File: src/hw/rtl/assert_macros.svh
// ============================================================================
// assert_macros.svh
// Shared concurrent assertion macros for the RTL. Every check is sampled on
// the rising clock edge and switched off while the synchronous reset is low.
// ============================================================================
`ifndef ASSERT_MACROS_SVH
`define ASSERT_MACROS_SVH

// Same-cycle check: when ante holds, cons must hold on the same edge
`define ASSERT_SAME(lbl, clk, rst_n, ante, cons, msg) \
    lbl: assert property (@(posedge clk) disable iff (!(rst_n)) (ante) |-> (cons)) \
        else $error(msg);

// Next-cycle check: when ante holds, cons must hold on the following edge
`define ASSERT_NEXT(lbl, clk, rst_n, ante, cons, msg) \
    lbl: assert property (@(posedge clk) disable iff (!(rst_n)) (ante) |=> (cons)) \
        else $error(msg);

`endif

File: src/hw/rtl/luhn_pkg.sv
// ============================================================================
// luhn_pkg
// Types, constants and helper functions for the Luhn card number classifier:
// pipeline stage payload, brand codes, BCD conversion step, Luhn digit sum.
// ============================================================================
package luhn_pkg;

    // Field and pipeline geometry
    localparam int NUM_W          = 63;   // card number width
    localparam int NUM_DIGITS     = 16;   // decimal digits checked
    localparam int BCD_W          = 4 * NUM_DIGITS;
    localparam int BITS_PER_STAGE = 4;    // binary bits converted per stage
    localparam int NUM_STAGES     = (NUM_W + BITS_PER_STAGE - 1) / BITS_PER_STAGE;
    localparam int SHIFT_W        = NUM_STAGES * BITS_PER_STAGE;
    localparam int SUM_W          = 8;    // Luhn sum is at most 144

    // Brand codes
    typedef enum logic [1:0] {
        BRAND_INVALID    = 2'd0,
        BRAND_VISA       = 2'd1,
        BRAND_MASTERCARD = 2'd2,
        BRAND_AMEX       = 2'd3
    } t_brand;

    // Powers of ten used by the prefix ranges
    localparam logic [NUM_W-1:0] E12 = 63'd1000000000000;
    localparam logic [NUM_W-1:0] E13 = 63'd10000000000000;
    localparam logic [NUM_W-1:0] E14 = 63'd100000000000000;
    localparam logic [NUM_W-1:0] E15 = 63'd1000000000000000;

    // Payload carried through the conversion stages
    typedef struct packed {
        logic [BCD_W-1:0]   bcd;    // low 16 decimal digits so far
        logic [SHIFT_W-1:0] bits;   // binary bits still to convert, MSB first
        t_brand             brand;  // brand by prefix, before the checksum
    } t_dd;

    // One shift-add-3 step; digits above the low sixteen are dropped,
    // which never disturbs the low digits since carries only move up.
    function automatic logic [BCD_W-1:0] dd_step(input logic [BCD_W-1:0] bcd,
                                                 input logic b);
        logic [BCD_W-1:0] adj;
        for (int i = 0; i < NUM_DIGITS; i++) begin
            adj[4*i +: 4] = (bcd[4*i +: 4] >= 4'd5) ? bcd[4*i +: 4] + 4'd3
                                                     : bcd[4*i +: 4];
        end
        return {adj[BCD_W-2:0], b};
    endfunction

    // Doubled digit with its two decimal digits added
    function automatic logic [3:0] dbl_digit(input logic [3:0] d);
        logic [3:0] r;
        case (d)
            4'd0:    r = 4'd0;
            4'd1:    r = 4'd2;
            4'd2:    r = 4'd4;
            4'd3:    r = 4'd6;
            4'd4:    r = 4'd8;
            4'd5:    r = 4'd1;
            4'd6:    r = 4'd3;
            4'd7:    r = 4'd5;
            4'd8:    r = 4'd7;
            4'd9:    r = 4'd9;
            default: r = 4'd0;
        endcase
        return r;
    endfunction

    // Luhn sum over the sixteen digits as a balanced adder tree
    function automatic logic [SUM_W-1:0] luhn_sum(input logic [BCD_W-1:0] bcd);
        logic [3:0] d  [NUM_DIGITS];
        logic [4:0] l1 [NUM_DIGITS/2];
        logic [5:0] l2 [NUM_DIGITS/4];
        logic [6:0] l3 [NUM_DIGITS/8];
        for (int i = 0; i < NUM_DIGITS; i++) begin
            // odd positions from the right (zero based) are doubled
            d[i] = ((i & 1) != 0) ? dbl_digit(bcd[4*i +: 4]) : bcd[4*i +: 4];
        end
        for (int i = 0; i < NUM_DIGITS/2; i++) begin
            l1[i] = {1'b0, d[2*i]} + {1'b0, d[2*i+1]};
        end
        for (int i = 0; i < NUM_DIGITS/4; i++) begin
            l2[i] = {1'b0, l1[2*i]} + {1'b0, l1[2*i+1]};
        end
        for (int i = 0; i < NUM_DIGITS/8; i++) begin
            l3[i] = {1'b0, l2[2*i]} + {1'b0, l2[2*i+1]};
        end
        return {1'b0, l3[0]} + {1'b0, l3[1]};
    endfunction

    // Sum is a multiple of ten (sum never exceeds 144)
    function automatic logic is_mult10(input logic [SUM_W-1:0] s);
        logic hit;
        hit = 1'b0;
        for (int k = 0; k <= 14; k++) begin
            hit = hit | (s == SUM_W'(10 * k));
        end
        return hit;
    endfunction

    // Every nibble is a decimal digit
    function automatic logic bcd_digits_ok(input logic [BCD_W-1:0] bcd);
        logic ok;
        ok = 1'b1;
        for (int i = 0; i < NUM_DIGITS; i++) begin
            ok = ok & (bcd[4*i +: 4] <= 4'd9);
        end
        return ok;
    endfunction

    // Brand by leading digits, expressed as value ranges
    function automatic t_brand classify(input logic [NUM_W-1:0] v);
        logic visa, mc, amex;
        t_brand b;
        visa = (v >= 4 * E15 && v < 5 * E15) || (v >= 4 * E14 && v < 5 * E14) ||
               (v >= 4 * E13 && v < 5 * E13) || (v >= 4 * E12 && v < 5 * E12);
        mc   = (v >= 51 * E14 && v < 56 * E14);
        amex = (v >= 34 * E13 && v < 35 * E13) || (v >= 37 * E13 && v < 38 * E13);
        if (visa) begin
            b = BRAND_VISA;
        end else if (mc) begin
            b = BRAND_MASTERCARD;
        end else if (amex) begin
            b = BRAND_AMEX;
        end else begin
            b = BRAND_INVALID;
        end
        return b;
    endfunction

endpackage

File: src/hw/rtl/luhn_dd_stage.sv
// ============================================================================
// luhn_dd_stage
// One registered stage of the binary to BCD converter: folds four binary
// bits into the decimal digits, with a valid bit and a bubble-filling ready.
// ============================================================================
module luhn_dd_stage (
    input  logic          i_clk,
    input  logic          i_rst_n,
    input  logic          i_valid,
    input  luhn_pkg::t_dd i_data,
    input  logic          i_ready_next,
    output logic          o_valid,
    output luhn_pkg::t_dd o_data,
    output logic          o_ready
);

    logic          r_valid;
    luhn_pkg::t_dd r_data;
    luhn_pkg::t_dd n_data;

    // Four shift-add-3 steps, MSB of the remaining bits first
    always_comb begin
        n_data = i_data;
        for (int j = 0; j < luhn_pkg::BITS_PER_STAGE; j++) begin
            n_data.bcd  = luhn_pkg::dd_step(n_data.bcd, n_data.bits[luhn_pkg::SHIFT_W-1]);
            n_data.bits = {n_data.bits[luhn_pkg::SHIFT_W-2:0], 1'b0};
        end
    end

    // Stage takes a transfer when empty or when its content moves on
    assign o_ready = !r_valid || i_ready_next;

    always_ff @(posedge i_clk) begin
        if (!i_rst_n) begin
            r_valid <= 1'b0;
        end else if (o_ready) begin
            r_valid <= i_valid;
        end
        if (o_ready && i_valid) begin
            r_data <= n_data;
        end
    end

    assign o_valid = r_valid;
    assign o_data  = r_data;

endmodule

File: config.mk
export PLATFORM = sky130hd
export DESIGN_NAME = luhn_dd_stage
export DESIGN_NICKNAME = d
export VERILOG_FILES = /design/src/hw/rtl/assert_macros.svh /design/src/hw/rtl/luhn_pkg.sv /design/src/hw/rtl/luhn_dd_stage.sv
export SDC_FILE = /design/constraint.sdc
export NUM_CORES = 1
export LEC_CHECK = 0
export ABC_CLOCK_PERIOD_IN_PS = 5600
export BUFFER_PORTS_ARGS = -buffer_cell sky130_fd_sc_hd__buf_2
export CAP_MARGIN = 40
export CORE_UTILIZATION = 50
export CTS_BUF_LIST = sky130_fd_sc_hd__clkbuf_16
export DETAILED_ROUTE_END_ITERATION = 7
export GPL_TIMING_DRIVEN = 0
export HOLD_SLACK_MARGIN = 0.05
export PLACE_DENSITY = 0.76
export SLEW_MARGIN = 20
export SYNTH_ARGS = -nofsm -noshare
export SYNTH_HDL_FRONTEND = slang
export SYNTH_SLANG_ARGS = --single-unit
export TNS_END_PERCENT = 30
File: constraint.sdc
create_clock -name i_clk -period 5.6 [get_ports i_clk]
set_input_delay 0.84 -clock i_clk [delete_from_list [all_inputs] [get_ports i_clk]]
set_output_delay 0.84 -clock i_clk [all_outputs]
set_load 0.02 [all_outputs]
==> results.json, run 1 <==
{
  "antenna_found_initial": 4,
  "period_share": 0.789,
  "fp.coreArea_mm2": 0.0211,
  "hp-class": "in -> reg",
  "wl_per_cell_um": 15.0,
  "postPlaceCellArea_mm2": 0.0125,
  "cts-root-buf": "clkbuf_16",
  "post-route-cell-area_mm2": 0.0131,
  "finalSetupViolCount": 0,
  "syn_inst": 1130,
  "relSlewSlack": 0.542,
  "cts_setup_buffers": 0,
  "grt_pass1_wl_mm": 40.5,
  "firstDrtPassIters": 7,
  "routed-via-count": 9634,
  "cts.sinks": 127,
  "regArea_mm2": 0.00380,
  "multiInputGateArea_mm2": 0.00659,
  "p_switching_mw": 1.73,
  "synth_edf_count": 126,
  "rsz0062_at_grt": "false",
  "synth_top_area_cell": "edfxtp_1",
  "ant_nets": 0,
  "worstSetupPathType": "in -> reg",
  "synth_area_mm2": 0.0108,
  "power_frac_seq": 0.294,
  "synth_flop_cell": "edfxtp_1",
  "async_flop_share": 0,
  "cts_tree": "built",
  "die_x_um": 149,
  "setup_ws_ps": 1180,
  "clk_pin_slew_ps": 70,
  "setup.worst_path.start_class": "input port",
  "combPwrFrac": 0.440,
  "grt_max_degree": 62,
  "power_frac_clock": 0.266,
  "skew_ps": 13.6,
  "drc_errors": 0,
  "cts_buffers": 17,
  "holdWs_ps": 587,
  "grt_remaining_overflow": 0,
  "p_sw_frac": 0.380,
  "clk_path_buf_depth": 2,
  "place_ws_ps": 754,
  "drv_cap": 0,
  "grt_use_total": 0.225,
  "h-tree-depth": 4,
  "internal-power_mw": 2.83,
  "yosysUniqueCellTypes": 101,
  "synth_area_leaders": "edfxtp_1 35%, ha_1 7.1%, a21oi_1 4.2%, o21ai_0 3.8%, mux2i_1 3.3%",
  "drtIter0Drc": 407,
  "port_buffers": 259,
  "post-dp-hpwl_mm": 19.7,
  "dieArea_mm2": 0.0222,
  "fmax_mhz": 226,
  "drt_wl_total_mm": 25.6,
  "worstPathArrival_ps": 4580,
  "p_leak_nw": 5.54,
  "fp.dieH_um": 149,
  "p_per_area_mw_per_mm2": 347,
  "yosysTopAreaCellShare": 0.350,
  "cts_resized": 0,
  "clk_latency_ps": 420,
  "syn_to_final_growth_pct": 21.7,
  "synth_seq_cells": 127,
  "io_pins": 266,
  "slew_violations": 0,
  "cp-end-kind": "flip-flop",
  "hold_viol_final": 0,
  "avgSynthCellArea_um2": 9.55,
  "row_count": 53,
  "outcome": "finished clean",
  "nNetsFinal": 1608,
  "fill_cells": 1796,
  "max_slew.worst_pin.slew_ps": 682,
  "cts_hold_buf": 0,
  "yosysSeqAreaShare": 0.352,
  "start_util": 0.512,
  "peakVddDrop_mv": 0.199,
  "grt_pass1_vias": 8521,
  "viasPerCell": 5.66,
  "cp.required_ps": 5760,
  "gp_congestion": 0.920,
  "worstPathMaxFanout": 5,
  "synth.yosys.warnings": 0,
  "fin_crit_ps": 4420,
  "drive_gt1_frac": 0.285
}
## layout by cell type, fill, tap and decap left out, drive strengths merged, types with 27 or more instances in the layout
cell type  instances
mux2i             39
nand3             28
xnor2             43
buf              270
a21oi            106
clkbuf            28
nand2b            32
nand2             76
o21ai            124
a31oi             27
inv               85
edfxtp           126
nor2              65
ha                61
## worst max-delay path, cell delays in order
cell,delay (ps)
buf_2,100
inv_1,100
ha_1,240
nand2b_1,70
a21oi_1,310
xnor2_1,240
inv_1,140
ha_1,240
o21ai_0,180
a31oi_1,130
inv_1,130
ha_1,150
inv_1,50
o22a_1,220
o31ai_4,330
xnor2_1,200
ha_1,230
nand2b_1,80
a21boi_0,270
o21ai_0,170
xnor2_1,140
## synth_stat cells, drive strengths merged, types with 14 or more instances
cell	number
a21oi	106
nand2	76
mux2i	39
a31oi	27
nand3	28
edfxtp	126
nor3	18
xor2	15
inv	80
xnor2	43
a21boi	14
nor2	65
o21ai	124
mux2	22
nor3b	19
o21a	23
a211oi	18
ha	61
nand2b	32
a21o	20
## per-layer routing
metal / track usage / part of all wire / vias to the layer above
met3: 0.0425 / 0.053 / 27
met4: 0.0730 / 0.017 / 0
li1: - / - / 4854
met2: 0.370 / 0.48 / 245
met5: 0 / 0 / -
met1: 0.296 / 0.45 / 4508
## path summary, 6_finish.rpt
check | endpoint | start | depth (start not counted) | slack (ps)
worst max-delay path | o_data[127]$_DFFE_PP_ | i_data[127] | 21 | 1180
worst min-delay path | o_data[18]$_DFFE_PP_ | i_data[14] | 1 | 590
worst max register to register | o_data[123]$_DFFE_PP_ | o_valid$_SDFFE_PN0N_ | 3 | 4080
worst min register to register | o_valid$_SDFFE_PN0N_ | o_valid$_SDFFE_PN0N_ | 2 | 630
## cell type report
| cell class | count | share of cell area |
|---|---|---|
| buffer | 20 | 0.00838 |
| clock inverter | 14 | 0.0156 |
| sequential | 127 | 0.289 |
| multi-input combinational | 905 | 0.502 |
| tap | 275 | 0.0262 |
| antenna | 3 | 0.000571 |
| inverter | 81 | 0.0231 |
| timing repair buffer | 261 | 0.103 |
| clock buffer | 17 | 0.0324 |
## logic make-up (layout without fill, tap and decap cells)
kind of cell | after synthesis | after routing | share of synthesized area
AOI/OAI and AO/OA | 430 | 430 | 0.279
and+or+nand+nor | 287 | 287 | 0.137
DFF | 127 | 127 | 0.352
buffers and inverters | 101 | 393 | 0.0384
adders and majority gates | 65 | 65 | 0.0744
muxes | 61 | 61 | 0.0613
xor gates and xnor gates | 58 | 58 | 0.0564
other | 1 | 7 | 0.000347
## per-stage QoR
stage          utilization  setup TNS [ps]  total power [mW]  std cells
4_1_cts              0.623               0              4.58       1700
6_report             0.623               0              4.56       1703
3_5_place_dp         0.593               0              3.34       1669
2_1_floorplan            -               0              2.86       1133
5_1_grt              0.623               0              4.83       1703
3_3_place_gp         0.590          -12070              3.30       1667
## power by group through the flow
stage / Combinational [mW] / Sequential, mW / Clock, mW
after global placement: 1.93 / 1.36 / 0
after global routing: 2.21 / 1.35 / 1.27
final: 2.01 / 1.34 / 1.21
after detailed placement: 1.99 / 1.36 / 0
after floorplan: 1.29 / 1.57 / 0
after CTS: 2.00 / 1.34 / 1.24
## state kept, by name, indices dropped and copies added (netlist names)
register	cells
o_valid	1
o_data	126
(Power assumes the default switching activity.)
==> run 2: changes to the inputs <==
--- a/config.mk
+++ b/config.mk
@@ -5,7 +5,7 @@
 export SDC_FILE = /design/constraint.sdc
 export NUM_CORES = 1
 export LEC_CHECK = 0
-export ABC_CLOCK_PERIOD_IN_PS = 5600
+export ABC_CLOCK_PERIOD_IN_PS = 4200
 export BUFFER_PORTS_ARGS = -buffer_cell sky130_fd_sc_hd__buf_2
 export CAP_MARGIN = 40
 export CORE_UTILIZATION = 50
==> constraint.sdc (replaced) <==
create_clock -name i_clk -period 4.2 [get_ports i_clk]
set_input_delay 0.63 -clock i_clk [delete_from_list [all_inputs] [get_ports i_clk]]
set_output_delay 0.63 -clock i_clk [all_outputs]
set_load 0.02 [all_outputs]
==> run 2 against run 1 <==
Effect of this change: clock-buffer cell count unchanged; sequential cell count unchanged; register-to-register slack worse by 1500 ps; total power up 31%; combinational power up 34%; critical endpoint unchanged; largest power group unchanged.
==> results.json, run 2 (same netlist as run 1, synthesis figures left out) <==
{
  "cp_common_cell": "inv_1",
  "power_frac_clock": 0.247,
  "grt_pass1_vias": 8496,
  "largest_register_ffs": 126,
  "fp.coreArea_mm2": 0.0211,
  "cp_cell_sequence": "buf_2 > inv_1 > ha_2 > nand2b_1 > a21oi_2 > xnor2_2 > inv_1 > ha_1 > o21ai_0 > a31oi_1 > inv_1 > ha_1 > inv_1 > o22a_1 > o31ai_4 > xnor2_1 > ha_2 > nand2b_1 > a21oi_1 > o21ai_0 > xnor2_1",
  "io_pins": 266,
  "worstSetupPathType": "in -> reg",
  "rsz0062_at_grt": "false",
  "period_share": 0.939,
  "peakVddDrop_mv": 0.296,
  "worstPathMaxFanout": 5,
  "internal-power_mw": 3.61,
  "row_count": 53,
  "cp_top_family": "compound AO/OA/AOI/OAI gates",
  "cts-root-buf": "clkbuf_16",
  "max_slew.worst_pin.slew_ps": 688,
  "post-route-cell-area_mm2": 0.0131,
  "fp.dieH_um": 149,
  "hold_viol_final": 0,
  "grt_use_total": 0.224,
  "postPlaceCellArea_mm2": 0.0125,
  "start_util": 0.512,
  "drtIter0Drc": 521,
  "final_core_util": 0.623,
  "grt_pass1_wl_mm": 40.2,
  "multiInputGateArea_mm2": 0.00662,
  "place_ws_ps": -451,
  "fin_crit_ps": 3940,
  "slew_violations": 0,
  "ant_nets": 0,
  "final_cell_mix": "260 x buf_2, 126 x edfxtp_1, 90 x a21oi_1",
  "post-dp-hpwl_mm": 19.8,
  "finalSetupViolCount": 0,
  "grt_max_degree": 47,
  "fmax_mhz": 254,
  "firstDrtPassIters": 5,
  "setup_ws_ps": 257,
  "cp-end-kind": "flip-flop",
  "routed-via-count": 9638,
  "clk_path_buf_depth": 2,
  "cts_buffers": 17,
  "wl_per_cell_um": 15.0,
  "p_switching_mw": 2.34,
  "die_x_um": 149,
  "layout_commonest_cell": "buf_2",
  "drc_errors": 0,
  "drive_gt1_frac": 0.290,
  "cts_tree": "built",
  "combPwrFrac": 0.453,
  "cts_hold_buf": 0,
  "port_buffers": 259,
  "regArea_mm2": 0.00380,
  "cp.required_ps": 4360,
  "hp-class": "in -> reg",
  "cts.sinks": 127,
  "viasPerCell": 5.64,
  "cp_slowest_stage_delay_ps": 250,
  "syn_to_final_growth_pct": 21.6,
  "crit_buf_inv": 5,
  "setup.worst_path.start_class": "input port",
  "grt_remaining_overflow": 0,
  "p_per_area_mw_per_mm2": 453,
  "p_sw_frac": 0.394,
  "relSlewSlack": 0.537,
  "skew_ps": 9.31,
  "clk_pin_slew_ps": 70,
  "worstPathArrival_ps": 4100,
  "dieArea_mm2": 0.0222,
  "h-tree-depth": 4,
  "power_frac_seq": 0.300,
  "tns_ps": 0,
  "drt_wl_total_mm": 25.7,
  "drv_cap": 0,
  "cp_slowest_cell": "a21oi_2",
  "fill_cells": 1773,
  "nNetsFinal": 1611,
  "clk_latency_ps": 410,
  "antenna_found_initial": 3,
  "gp_congestion": 0.938,
  "p_leak_nw": 5.53,
  "outcome": "finished clean"
}
## run 2: changes by cell type in the layout (fill, tap and decap cells not counted), sizes merged
cell / previous run / this run
clkinv: 5 / 6
inv: 85 / 88
buf: 270 / 273
bufinv: 4 / 1
diode: 3 / 4
## run 2: worst paths after layout
check	slack, ps	start	cells after the start	to
min	390	i_data[3]	1	o_data[7]$_DFFE_PP_
max	260	i_data[127]	21	o_data[127]$_DFFE_PP_
max reg2reg	2560	o_valid$_SDFFE_PN0N_	3	o_data[40]$_DFFE_PP_
min reg2reg	570	o_valid$_SDFFE_PN0N_	2	o_valid$_SDFFE_PN0N_
## run 2: layout make-up
type                       count  share of cell area
timing repair buffer         264               0.103
clock inverter                15              0.0114
inverter                      81              0.0232
multi-input combinational    905               0.504
tap                          275              0.0262
buffer                        20             0.00839
sequential                   127               0.290
clock buffer                  17              0.0324
antenna                        4            0.000762
## run 2: per-stage QoR
stage / cells / hold WS [ps] / power [mW]
6_report: 1708 / 387 / 5.95
2_1_floorplan: 1133 / 729 / 3.81
3_5_place_dp: 1669 / 574 / 4.47
5_1_grt: 1705 / 366 / 6.33
3_3_place_gp: 1667 / 517 / 4.38
4_1_cts: 1701 / 369 / 5.96
## run 2: metal layers
| metal | global-route usage | share of wire | vias to the layer above |
|---|---|---|---|
| met5 | 0 | 0.00031 | - |
| met4 | 0.0699 | 0.018 | 2 |
| met3 | 0.0486 | 0.054 | 38 |
| met2 | 0.375 | 0.49 | 255 |
| met1 | 0.288 | 0.44 | 4483 |
| li1 | - | - | 4860 |
## run 2: what timing repair did
item	in CTS	in global routing
pin swaps	0	1
buffers inserted	0	3
endpoints found under the setup margin	1	2
gates resized for setup	1	7
cloned	0	0
## run 2: worst reg2reg max path, cell delays in order (launching register included)
cell      delay (ps)
dfxtp_1          320
nand2b_1         100
and2_4           540
buf_12           320
## run 2: power groups by stage
stage / Clock (mW) / Sequential [mW] / Combinational (mW)
after floorplan: 0 / 2.09 / 1.72
after global placement: 0 / 1.81 / 2.57
after detailed placement: 0 / 1.81 / 2.66
after CTS: 1.50 / 1.79 / 2.67
after global routing: 1.54 / 1.81 / 2.99
final: 1.47 / 1.79 / 2.69
==> run 3: changes to the inputs <==
--- a/config.mk
+++ b/config.mk
@@ -8,12 +8,12 @@
 export ABC_CLOCK_PERIOD_IN_PS = 4200
 export BUFFER_PORTS_ARGS = -buffer_cell sky130_fd_sc_hd__buf_2
 export CAP_MARGIN = 40
-export CORE_UTILIZATION = 50
+export CORE_UTILIZATION = 55
 export CTS_BUF_LIST = sky130_fd_sc_hd__clkbuf_16
 export DETAILED_ROUTE_END_ITERATION = 7
 export GPL_TIMING_DRIVEN = 0
 export HOLD_SLACK_MARGIN = 0.05
-export PLACE_DENSITY = 0.76
+export PLACE_DENSITY = 0.82
 export SLEW_MARGIN = 20
 export SYNTH_ARGS = -nofsm -noshare
 export SYNTH_HDL_FRONTEND = slang
==> run 3 against run 2 <==
Effect of this change: utilization grew 7.0 points; non-clock buffer count shrank 1; setup slack gained 11 ps; register-to-register slack gained 20 ps; hold slack gained 0.55 ps; largest cell class unchanged.
==> results.json, run 3 (same netlist as run 1, synthesis figures left out) <==
{
  "gp_congestion": 0.949,
  "r2r_cells": 3,
  "fmax_mhz": 254,
  "p_leak_nw": 5.53,
  "clk_latency_ps": 410,
  "grt_use_total": 0.244,
  "max_slew.worst_pin.slew_ps": 689,
  "final_cells": 1689,
  "outcome": "finished clean",
  "syn_to_final_growth_pct": 21.7,
  "clk_pin_slew_ps": 60,
  "fin_crit_ps": 3930,
  "die_x_um": 142,
  "dieArea_mm2": 0.0202,
  "p_sw_frac": 0.382,
  "row_count": 50,
  "largest_register_ffs": 126,
  "r2r_slack_ps": 2580,
  "fp.dieH_um": 142,
  "setup.worst_path.start_class": "input port",
  "drc_errors": 0,
  "io_pins": 266,
  "grt_pass1_vias": 8678,
  "hp-class": "in -> reg",
  "drtIter0Drc": 555,
  "placedCellCount": 1654,
  "final_cell_mix": "260 x buf_2, 126 x edfxtp_1, 89 x a21oi_1",
  "drv_cap": 0,
  "fill_cells": 1491,
  "wl_per_cell_um": 15.2,
  "peakVddDrop_mv": 0.317,
  "p_switching_mw": 2.29,
  "slew_violations": 0,
  "grt_max_degree": 53,
  "viasPerCell": 5.75,
  "tns_ps": 0,
  "grt_pass1_wl_mm": 39.9,
  "holdWs_ps": 387,
  "firstDrtPassIters": 5,
  "combPwrFrac": 0.450,
  "port_buffers": 259,
  "h-tree-depth": 4,
  "post-dp-hpwl_mm": 19.5,
  "cts_buffers": 17,
  "grt_remaining_overflow": 0,
  "cts-root-buf": "clkbuf_16",
  "nNetsFinal": 1610,
  "cts.sinks": 127,
  "finalSetupViolCount": 0,
  "cp.required_ps": 4360,
  "ant_nets": 0,
  "routed-via-count": 9716,
  "internal-power_mw": 3.71,
  "cts_tree": "built",
  "worstSetupPathType": "in -> reg",
  "skew_ps": 9.85,
  "relSlewSlack": 0.536,
  "reg2reg_to": "o_data[89]$_DFFE_PP_",
  "place_ws_ps": -444,
  "period_share": 0.936,
  "layout_commonest_cell": "buf_2",
  "worstPathArrival_ps": 4090,
  "p_per_area_mw_per_mm2": 457,
  "whs_path_depth": 1,
  "clk_path_buf_depth": 2,
  "rr_startpoint": "o_valid$_SDFFE_PN0N_",
  "drt_wl_total_mm": 25.6,
  "startpoint": "i_data[127]",
  "post-route-cell-area_mm2": 0.0131,
  "cp-end-kind": "flip-flop",
  "worstPathMaxFanout": 5,
  "antenna_found_initial": 2,
  "crit_end": "o_data[128]$_DFFE_PP_",
  "postPlaceCellArea_mm2": 0.0125,
  "fp.coreArea_mm2": 0.0190,
  "drive_gt1_frac": 0.289,
  "start_util": 0.570,
  "power_frac_seq": 0.297,
  "setup_ws_ps": 268,
  "power_frac_clock": 0.252,
  "hold_viol_final": 0
}
## run 3: layout make-up
class	count	area, um2	area share
repair buffers	263	1360	0.103
flip-flops and latches	127	3800	0.290
well taps	260	325	0.0248
multi-input cells	905	6630	0.505
clock inverters	15	173	0.0131
clock buffers	17	425	0.0324
diodes	1	2.50	0.000191
inverters	81	304	0.0231
plain buffers	20	110	0.00838
## run 3: critical path, stage by stage
cell and delay (ps):
buf_2 100, inv_1 100, ha_2 230, nand2b_1 100, a21oi_4 200, xnor2_1 210
inv_1 140, ha_1 240, o21ai_1 160, a31oi_2 140, inv_1 140, ha_1 170
inv_1 60, o22a_1 220, o31ai_4 230, xnor2_1 180, ha_1 180, nand2b_1 160
a21boi_2 90, o21a_1 170, o21ai_0 170, a21oi_1 70
## run 3: repair_timing
action | 4_1_cts | 5_1_grt
setup endpoints to repair | 1 | 2
resized for setup | 1 | 9
pin swaps | 0 | 1
setup buffers | 0 | 2
hold buffers | 0 | 0
## run 3: worst min-delay path by stage
stage / start / to / slack [ps]
floorplan: i_data[0] / o_data[0]$_DFFE_PP_ / 730
global placement: o_valid$_SDFFE_PN0N_ / o_valid$_SDFFE_PN0N_ / 540
detailed placement: o_valid$_SDFFE_PN0N_ / o_valid$_SDFFE_PN0N_ / 570
CTS: i_data[51] / o_data[55]$_DFFE_PP_ / 370
global route: i_data[10] / o_data[14]$_DFFE_PP_ / 370
finish: i_data[10] / o_data[14]$_DFFE_PP_ / 390
## run 3: per-stage QoR
stage / power, mW / util
finish: 6.00 / 0.693
global route: 6.37 / 0.693
CTS: 6.01 / 0.690
detailed placement: 4.46 / 0.658
global placement: 4.38 / 0.656
floorplan: 3.81 / -
## run 3: power groups by stage
stage	registers, mW	logic [mW]	clock network (mW)
floorplan	2.09	1.72	0
global placement	1.81	2.57	0
detailed placement	1.81	2.65	0
CTS	1.78	2.67	1.55
global route	1.80	2.98	1.59
finish	1.78	2.70	1.51
## run 3: per-layer routing
metal	global-route usage	wire length, um
met4	0.0798	405
met5	0	10
met1	0.305	10800
met3	0.0367	1420
met2	0.431	13000
